### config.mk
export PLATFORM = sky130hd
export DESIGN_NAME = chix_ctrl
export DESIGN_NICKNAME = d
export VERILOG_FILES = /design/src/sv/chix_pkg.sv /design/src/sv/chix_ctrl.sv
export SDC_FILE = /design/constraint.sdc
export NUM_CORES = 1
export LEC_CHECK = 0
export ABC_AREA = 1
export BUFFER_PORTS_ARGS = -buffer_cell sky130_fd_sc_hd__buf_2
export CELL_PAD_IN_SITES_DETAIL_PLACEMENT = 2
export CELL_PAD_IN_SITES_GLOBAL_PLACEMENT = 2
export CORE_ASPECT_RATIO = 0.9
export CORE_MARGIN = 2
export CORE_UTILIZATION = 20
export DETAILED_ROUTE_END_ITERATION = 6
export PLACE_DENSITY_LB_ADDON = 0.08
export SLEW_MARGIN = 0
export SYNTH_ARGS = -nofsm -noshare
export SYNTH_HDL_FRONTEND = slang
export SYNTH_SLANG_ARGS = --single-unit
### constraint.sdc
create_clock -name clk -period 1.8 [get_ports clk]
set_clock_uncertainty 0.2 [all_clocks]
set_input_delay 0.27 -clock clk [delete_from_list [all_inputs] [get_ports clk]]
set_output_delay 0.27 -clock clk [all_outputs]
set_load 0.02 [all_outputs]
### src/sv/chix_pkg.sv
// Package for the chained hash index engine: shared types, codes and sizes.
// Used by every module of the block; depends on nothing.
package chix_pkg;

    localparam int BUCKETS_DEF = 256;
    localparam int NODES_DEF   = 1024;
    localparam int CFG_IDX_W   = 1;
    localparam int CFG_DATA_W  = 32;
    localparam int BCNT_W      = 9;
    localparam logic [BCNT_W-1:0] BUCKET_COUNT_RESET = 9'd256;

    typedef enum logic [1:0] {
        OP_INSERT = 2'd0,
        OP_LOOKUP = 2'd1,
        OP_DELETE = 2'd2,
        OP_NONE   = 2'd3
    } op_t;

    typedef enum logic [1:0] {
        ST_OK      = 2'd0,
        ST_PRESENT = 2'd1,
        ST_MISSING = 2'd2,
        ST_FULL    = 2'd3
    } status_t;

    typedef enum logic [CFG_IDX_W-1:0] {
        REG_BUCKET_COUNT = 1'd0,
        REG_BLOCK_ID     = 1'd1
    } reg_idx_t;

    typedef struct packed {
        logic [1:0]  operation;
        logic [63:0] key;
        logic [30:0] data_offset;
        logic [31:0] data_size;
    } in_item_t;

    typedef struct packed {
        logic [1:0]  status;
        logic [30:0] found_offset;
        logic [31:0] found_size;
        logic [31:0] record_count;
        logic [31:0] live_bytes;
        logic [31:0] change_version;
    } out_item_t;

    typedef enum logic [3:0] {
        S_IDLE,
        S_MOD,
        S_HEAD_RD,
        S_HEAD_WAIT,
        S_NODE_RD,
        S_NODE_WAIT,
        S_NODE_CHK,
        S_ALLOC_RD,
        S_ALLOC_WAIT,
        S_COMMIT,
        S_DONE
    } state_t;

    // Controller to datapath commands.
    typedef struct packed {
        logic load;        // capture the item
        logic mod_step;    // one restoring step of the bucket remainder
        logic head_rd;     // read bucket head
        logic head_take;   // cur <= head
        logic node_rd;     // read node at cur
        logic node_adv;    // prev <= cur, cur <= link
        logic alloc_rd;    // read link of free-list head
        logic commit;      // apply the change, register the result
        logic strobe;      // drive done
    } cmd_t;

    // Datapath to controller status.
    typedef struct packed {
        logic mod_last;
        logic cur_ok;
        logic key_hit;
        logic free_ok;
        logic pool_left;
        logic step_limit;
    } sts_t;

endpackage

### src/sv/chix_ctrl.sv
// Controller of the chained hash index engine: sequences one item at a time.
// Depends on chix_pkg.
module chix_ctrl
(
    input  logic               clk,
    input  logic               rst_n,
    input  logic               start,
    input  logic [1:0]         operation,
    input  chix_pkg::sts_t     sts,
    output chix_pkg::cmd_t     cmd,
    output logic               busy
);

    chix_pkg::state_t state_reg, state_next;
    logic             is_ins_reg, is_ins_next;

    always_ff @(posedge clk or negedge rst_n)
    begin
        if (!rst_n)
        begin
            state_reg  <= chix_pkg::S_IDLE;
            is_ins_reg <= 1'b0;
        end
        else
        begin
            state_reg  <= state_next;
            is_ins_reg <= is_ins_next;
        end
    end

    always_comb
    begin
        state_next  = state_reg;
        is_ins_next = is_ins_reg;
        cmd         = '0;
        busy        = (state_reg != chix_pkg::S_IDLE);
        unique case (state_reg)
            chix_pkg::S_IDLE:
            begin
                if (start)
                begin
                    cmd.load    = 1'b1;
                    is_ins_next = (operation == chix_pkg::OP_INSERT);
                    if (operation == chix_pkg::OP_NONE)
                        state_next = chix_pkg::S_COMMIT;
                    else
                        state_next = chix_pkg::S_MOD;
                end
            end
            chix_pkg::S_MOD:
            begin
                cmd.mod_step = 1'b1;
                if (sts.mod_last)
                    state_next = chix_pkg::S_HEAD_RD;
            end
            chix_pkg::S_HEAD_RD:
            begin
                cmd.head_rd = 1'b1;
                state_next  = chix_pkg::S_HEAD_WAIT;
            end
            chix_pkg::S_HEAD_WAIT:
            begin
                cmd.head_take = 1'b1;
                state_next    = chix_pkg::S_NODE_RD;
            end
            chix_pkg::S_NODE_RD:
            begin
                if (sts.cur_ok && !sts.step_limit)
                begin
                    cmd.node_rd = 1'b1;
                    state_next  = chix_pkg::S_NODE_WAIT;
                end
                else if (is_ins_reg)
                    state_next = chix_pkg::S_ALLOC_RD;
                else
                    state_next = chix_pkg::S_COMMIT;
            end
            chix_pkg::S_NODE_WAIT:
                state_next = chix_pkg::S_NODE_CHK;
            chix_pkg::S_NODE_CHK:
            begin
                if (sts.key_hit)
                    state_next = chix_pkg::S_COMMIT;
                else
                begin
                    cmd.node_adv = 1'b1;
                    state_next   = chix_pkg::S_NODE_RD;
                end
            end
            chix_pkg::S_ALLOC_RD:
            begin
                cmd.alloc_rd = 1'b1;
                state_next   = chix_pkg::S_ALLOC_WAIT;
            end
            chix_pkg::S_ALLOC_WAIT:
                state_next = chix_pkg::S_COMMIT;
            chix_pkg::S_COMMIT:
            begin
                cmd.commit = 1'b1;
                state_next = chix_pkg::S_DONE;
            end
            chix_pkg::S_DONE:
            begin
                cmd.strobe = 1'b1;
                state_next = chix_pkg::S_IDLE;
            end
            default:
                state_next = chix_pkg::S_IDLE;
        endcase
    end

`ifndef NO_ASSERTIONS
    a_strobe_then_idle: assert property (@(posedge clk) disable iff (!rst_n)
        cmd.strobe |=> !busy) else $error("done not followed by idle");
    a_commit_then_strobe: assert property (@(posedge clk) disable iff (!rst_n)
        cmd.commit |=> cmd.strobe) else $error("commit not followed by done");
    a_load_only_idle: assert property (@(posedge clk) disable iff (!rst_n)
        cmd.load |-> !busy) else $error("load while busy");
`endif

endmodule

Yosys cells after proc, flatten, opt, wreduce, memory -nomap -nowiden
Cells that the tools add are included.
{"block": "op_classes", "eq_ne": 13, "n_mux": 19, "reduce_logical": 7}
{"cell": "case mux 4 bit (10 select lines)", "count": 1}
{"cell": "two-way mux 4 bit", "count": 6}
{"cell": "equality test 4 x 3 -> 1 bit (second input constant)", "count": 4}
{"cell": "equality test 4 bit (second input constant)", "count": 3}
{"cell": "two-way mux 1 bit", "count": 12}
{"cell": "equality test 4 x 2 -> 1 bit (second input constant)", "count": 2}
{"cell": "equality test 4 x 1 -> 1 bit (second input constant)", "count": 1}
{"cell": "zero test 4 bit", "count": 1}
{"cell": "!= test 2 bit (second input constant)", "count": 2}
{"cell": "AND reduction 2 bit", "count": 2}
{"cell": "nonzero test 4 bit", "count": 1}
{"cell": "equality test 2 bit (second input constant)", "count": 1}
{"cell": "zero test 2 bit", "count": 1}
{"cell": "logical AND 1 bit", "count": 1}
{"cell": "zero test 1 bit", "count": 1}
{"block": "totals", "register_bits": 5, "output_inout_bits": 10, "elab_cells": 41}

Logic depth before layout (Yosys ltp)
Gate-level depths: netlist of the first run.
{"block": "depth", "word_depth": 4, "mapped_depth": 8}

Least setup slack after synthesis of the first run
Ideal clock, no wire load.
{"block": "synth_timing", "kind": "register -> output", "start": "register state_reg[1]", "end": "output port cmd[8] (netlist bit)", "t_arrival_ps": 1061, "required_time_ps": 1330, "path_slack_ps": 269, "stages_incl_launch_ff": 4, "n_path_buf": 0, "path_cell_list": "dfrtp_1 -> nor2_2 -> nand2_2 -> nor2_1"}
{"element": "from (decl)", "line_no": "chix_ctrl.sv:14", "source": "chix_pkg::state_t state_reg, state_next;"}
{"element": "from (signal assigned)", "line_no": "chix_ctrl.sv:21", "source": "state_reg <= chix_pkg::S_IDLE;"}
{"element": "from (signal assigned)", "line_no": "chix_ctrl.sv:26", "source": "state_reg <= state_next;"}
{"element": "to (decl)", "line_no": "chix_ctrl.sv:10", "source": "output chix_pkg::cmd_t cmd,"}

==> results of run 1 <==
-- path summary, 6_finish.rpt --
path / depth (start not counted) / slack, ns / startpoint / end
setup / recovery: 4 / -0.02 / state_reg[1] / cmd[4]
hold / removal: 4 / 0.1 / operation[0] / is_ins_reg
setup reg to reg: 7 / 0.35 / state_reg[0] / state_reg[1]
hold reg to reg: 2 / 0.37 / is_ins_reg / is_ins_reg
max in group asynchronous: 2 / 1.09 / rst_n / state_reg[0]
min in group asynchronous: 2 / 0.17 / rst_n / is_ins_reg
-- logic make-up after synthesis --
kind of cell / after synthesis / share of synthesized area (%)
AND/OR/NAND/NOR: 47 / 50.3
buffers and inverters: 14 / 12.5
flip-flops: 5 / 29.8
AO/OA/AOI/OAI: 5 / 7.44
-- what timing repair did --
action | CTS | global route
hold buffers | 1 | 0
buffers inserted | 4 | 0
endpoints found under the hold margin | 5 | 0
setup endpoints to repair | 3 | 6
resized for setup | 3 | 3
pin swaps | 1 | 0
-- power by group --
part / total (mW) / internal, mW / leakage, nW / switching, mW
clock network: 0.131 / 0.0839 / 0.0150 / 0.0475
logic: 0.649 / 0.235 / 0.300 / 0.414
registers: 0.207 / 0.157 / 0.0645 / 0.0496
-- cells in the mapped netlist --
master | n | area [sq um]
nand2_1 | 19 | 71.3
nor2_1 | 13 | 48.8
inv_1 | 12 | 45.0
dfrtp_1 | 5 | 125
nand2_2 | 5 | 31.3
nor2_2 | 4 | 25.0
a21oi_1 | 2 | 10.0
inv_2 | 2 | 7.51
nand3_1 | 2 | 10.0
nand3b_1 | 1 | 7.51
nand4_1 | 1 | 6.26
nor3_1 | 1 | 5.00
o211ai_1 | 1 | 7.51
o21ai_0 | 1 | 5.00
o21ai_2 | 1 | 8.76
or2_1 | 1 | 6.26
-- per-layer routing --
metal,up-vias,GRT usage (%)
li1,267,-
met1,249,18.4
met2,9,25.8
met3,2,0.938
met4,0,7.69
met5,-,0
-- tightest hold or removal path, cell delays in order --
cell	delay (ns)
buf_2	0.09
nor2_1	0.04
nand2_1	0.06
nand2_1	0.04
-- stage by stage --
stage | hold WS, ns | setup WS [ns] | TNS, ns | utilization (%) | total power [mW]
3_5_place_dp | -0.108 | 0.143 | 0 | 28.1 | 0.783
5_1_grt | 0.144 | -0.116 | -0.407 | 32.6 | 1.09
3_3_place_gp | -0.110 | 0.175 | 0 | 28.1 | 0.766
4_1_cts | 0.0864 | -0.0281 | -0.0572 | 32.1 | 0.981
6_report | 0.0967 | -0.0211 | -0.0427 | 32.6 | 0.987
2_1_floorplan | -0.226 | 0.269 | 0 | - | 0.591
-- cell type report --
type	instances	area share, %
Clock buffer	4	4.13
Inverter	14	8.25
Multi-Input combinational cell	52	40.5
Sequential cell	5	19.6
Tap cell	25	4.91
Timing Repair Buffer	24	22.6
==> flow_summary.toml, run 1 <==
[outcome]
status = "finished with violations"
violations = "setup timing"

[floorplanning]
die_y_um = 47.5
dieArea_sq_um = 2490
initial_core_util_pct = 21.5
die_w_um = 52.3
core_region_area_sq_um = 1950
rows = 15
io_pins = 21

[drt]
first_pass_iters = 2
met2_length_um = 822
num_vias = 527
dr_wl_met3_um = 24
drc_errors = 0
drtIter0Drc = 7
routedWlPerCell_um = 12.7
ant_nets = 0
top_layer_used = "met4"
via_per_inst = 4.25
wl_um = 1570
routedLengthMet1_um = 708

[critical_path]
critical_path.cell_chain = "nor2_2, nand2_1, nor2_1, buf_2"
crit_family = "simple AND/OR/NAND/NOR gates"
crit_buf_inv = 1
worst_setup_path_end_kind = "primary output"
cp_data_arrival_time_ns = 1.35
cp_max_fo = 4
path_class = "reg2out"
crit_required_ns = 1.33
cpPeakStageDelay_ns = 0.43
critPathLaunchType = "flip-flop"
critPathSlowestCell = "dfrtp_1"

[final_layout]
fin_nets = 111
num_antenna_cells = 0
design_area_sq_um = 637
synthToLayoutAreaGrowth_pct = 51.5
seq_area_sq_um = 125
multi_input_area_sq_um = 258
final_cell_count_no_fill = 124
fillers = 265
final_cell_mix = "19 x nand2_1, 17 x buf_2, 12 x inv_1"
largest_reg_flops = 4
final_common_cell = "nand2_1"
drive_above_1_share_pct = 40.4

[synth]
yosysSeqAreaShare_pct = 29.8
syn_area_sq_um = 420
ys_ff_latch = 5
syn_inst = 71
yosysUniqueCellTypes = 16
ys_warn_count = 0
syn_area_per_cell_sq_um = 5.92
syn_nets = 82

[global_routing]
grt_max_degree = 6
grt_use_total_pct = 14.6
antenna_found_initial = 0
grt.overflow.total = 0
grt_pass1_wl_um = 2530
grt_pass1_vias = 556

[sta]
setup_violations = 3
rsz0062_at_grt = "true"
hold_violations = 0
finalCritPeriodShare_pct = 101
worst_pin_slew_ns = 0.244
fin_crit_ns = 1.82
setup_ws_ns = -0.0211
slew_headroom_pct = 83.6
fmax_mhz = 549
slew_violations = 0

[place]
dpl.cell_count = 115
portBuffers = 18
placed_cell_area_sq_um = 549
gp_congestion = 0.764
place_hpwl_um = 1240

[cts]
clk_pin_slew_ns = 0.04
clock_path_buffers = 2
cts_root_buffer = "clkbuf_4"
cts_tree = "done"
cts_buffers = 3
h-tree-depth = 1
clk_latency_ns = 0.24
clock_sinks = 5

[power_and_ir_drop]
power.density_nw_per_um2 = 1550
worst_ir_drop_vdd_mv = 0.645
power_leakage_nw = 0.379

[run]
drv_cap = 0

[worst_hold_path]
worstHoldPathType = "in2reg"
Note: power is estimated with default switching activity, not from simulation.
==> inputs of run 2 (changes only) <==
Settings changed: PLACE_DENSITY from default to 0.72, PLACE_DENSITY_LB_ADDON 0.08 to default.
==> run 2 against run 1 <==
  * Critical path type unchanged
  * Non-clock buffer count increased by 4
  * Sequential share of layout area decreased by 1.4 points
  * Clock-buffer cell count unchanged
  * Fmax decreased by 4.1%
  * Global-route usage decreased by 0.77 points
  * Worst hold slack improved by 0.014 ns
  * Clock power about the same
  * The run still ends with setup timing left
==> flow_summary.toml, run 2 (synthesis gave the netlist of run 1 again) <==
[floorplanning]
core_region_area_sq_um = 1950
dieArea_sq_um = 2490
io_pins = 21
initial_core_util_pct = 21.5
die_y_um = 47.5
die_w_um = 52.3
rows = 15

[critical_path]
rr_startpoint = "state_reg[3]"
critical_path.cell_chain = "inv_2, nand2_4, nor2_4, inv_1, or2_4, inv_2, buf_6"
cp_data_arrival_time_ns = 1.43
crit_top_cell = "inv_2"
path_class = "reg2out"
cpPeakStageDelay_ns = 0.44
critPathLaunchType = "flip-flop"
crit_required_ns = 1.33
cp_max_fo = 4
r2r_slack_ns = 0.18
critPathSlowestCell = "dfrtp_2"
worst_setup_path_end_kind = "primary output"
reg2regPathDepth = 10
r2r-end = "state_reg[0]"

[final_layout]
num_antenna_cells = 0
drive_above_1_share_pct = 49.5
final_cell_mix = "18 x nand2_1, 14 x buf_4, 12 x buf_2"
final_common_cell = "nand2_1"
synthToLayoutAreaGrowth_pct = 67.9
design_area_sq_um = 706
largest_reg_flops = 4
fin_nets = 115
final_cell_count_no_fill = 128

[drt]
ant_nets = 0
via_per_inst = 4.37
wl_um = 1720
num_vias = 559
drc_errors = 0
first_pass_iters = 3
drtIter0Drc = 2
routedWlPerCell_um = 13.4

[sta]
slew_violations = 0
worst_pin_slew_ns = 0.211
slew_headroom_pct = 85.9
fmax_mhz = 526
setup_violations = 1
setup_ws_ns = -0.0999
fin_crit_ns = 1.90
finalCritPeriodShare_pct = 106
rsz0062_at_grt = "true"
hold_violations = 0

[place]
placed_cell_area_sq_um = 542
portBuffers = 18
place_hpwl_um = 1220
dpl.cell_count = 114
gp_congestion = 0.740

[cts]
cts_tree = "done"
clk_pin_slew_ns = 0.04
clock_sinks = 5
cts_buffers = 3
clk_latency_ns = 0.24
cts_root_buffer = "clkbuf_4"
h-tree-depth = 1
clock_path_buffers = 2

[run]
drv_cap = 0

[worst_hold_path]
worstHoldPathType = "in2reg"
holdPathStages = 4
min_from = "operation[0]"
holdPathEnd = "is_ins_reg"

[power_and_ir_drop]
power_leakage_nw = 0.405
worst_ir_drop_vdd_mv = 0.739
power.density_nw_per_um2 = 1540

[global_routing]
grt_pass1_wl_um = 2370
grt_pass1_vias = 573
grt_max_degree = 6
grt_use_total_pct = 13.9
grt.overflow.total = 0
antenna_found_initial = 0

[outcome]
violations = "setup timing"
status = "finished with violations"
==> run 2: cell types whose count changed in the layout (fill, tap and decap cells not counted), sizes merged <==
cell  delta
buf      +4
==> run 2: worst max path at each step <==
stage,startpoint,end,slack (ns),cells past startpoint
2_1_floorplan,state_reg[1],cmd[8],0.27,3
3_5_place_dp,state_reg[0],cmd[3],0.15,7
5_1_grt,state_reg[0],cmd[3],-0.18,7
3_3_place_gp,state_reg[0],cmd[3],0.17,7
6_report,state_reg[0],cmd[3],-0.1,7
4_1_cts,state_reg[3],cmd[3],-0.07,7
==> run 2: report_power, final <==
| group | total (mW) | leakage (nW) | internal (mW) | switching, mW |
|---|---|---|---|---|
| logic | 0.719 | 0.329 | 0.291 | 0.428 |
| registers | 0.235 | 0.0606 | 0.163 | 0.0724 |
| clock network | 0.131 | 0.0150 | 0.0839 | 0.0467 |
==> run 2: metal layers <==
layer  vias up  global-route usage [%]  part of all wire [%]
li1        274                       -                     -
met1       270                    14.7                    41
met2        13                    25.3                    55
met3         2                    3.13                   3.3
met4         0                    9.23                   1.1
met5         -                       0                     0
==> run 2: area by class of cell <==
type | instances | area, sq um
Sequential cell | 5 | 129
Inverter | 14 | 52.6
Multi-Input combinational cell | 52 | 280
Fill cell | 256 | 1250
Tap cell | 25 | 31.3
Clock buffer | 4 | 26.3
Timing Repair Buffer | 28 | 186
==> run 2: repair_timing <==
item                       in CTS  in global routing
setup buffers                   4                  5
setup endpoints to repair       3                  6
cloned                          0                  0
pin swaps                       1                  2
hold endpoints to repair        5                  0
hold buffers                    1                  0
gates resized for setup         4                 17
==> run 2: worst max-delay path: cells and delay by family (launching register included) <==
kind,cells,cell delay [ns]
flip-flops,1,0.44
AND/OR/NAND/NOR,3,0.44
buffers and inverters,4,0.31
==> run 2: stage by stage <==
stage	utilization, %	TNS (ns)	hold slack, ns	setup slack [ns]	power [mW]
floorplan	-	0	-0.226	0.269	0.591
global placement	27.8	0	-0.114	0.171	0.746
detailed placement	27.8	0	-0.107	0.145	0.761
CTS	32.0	-0.135	0.108	-0.0705	0.956
global route	36.2	-0.265	0.134	-0.178	1.18
finish	36.2	-0.0999	0.111	-0.0999	1.08
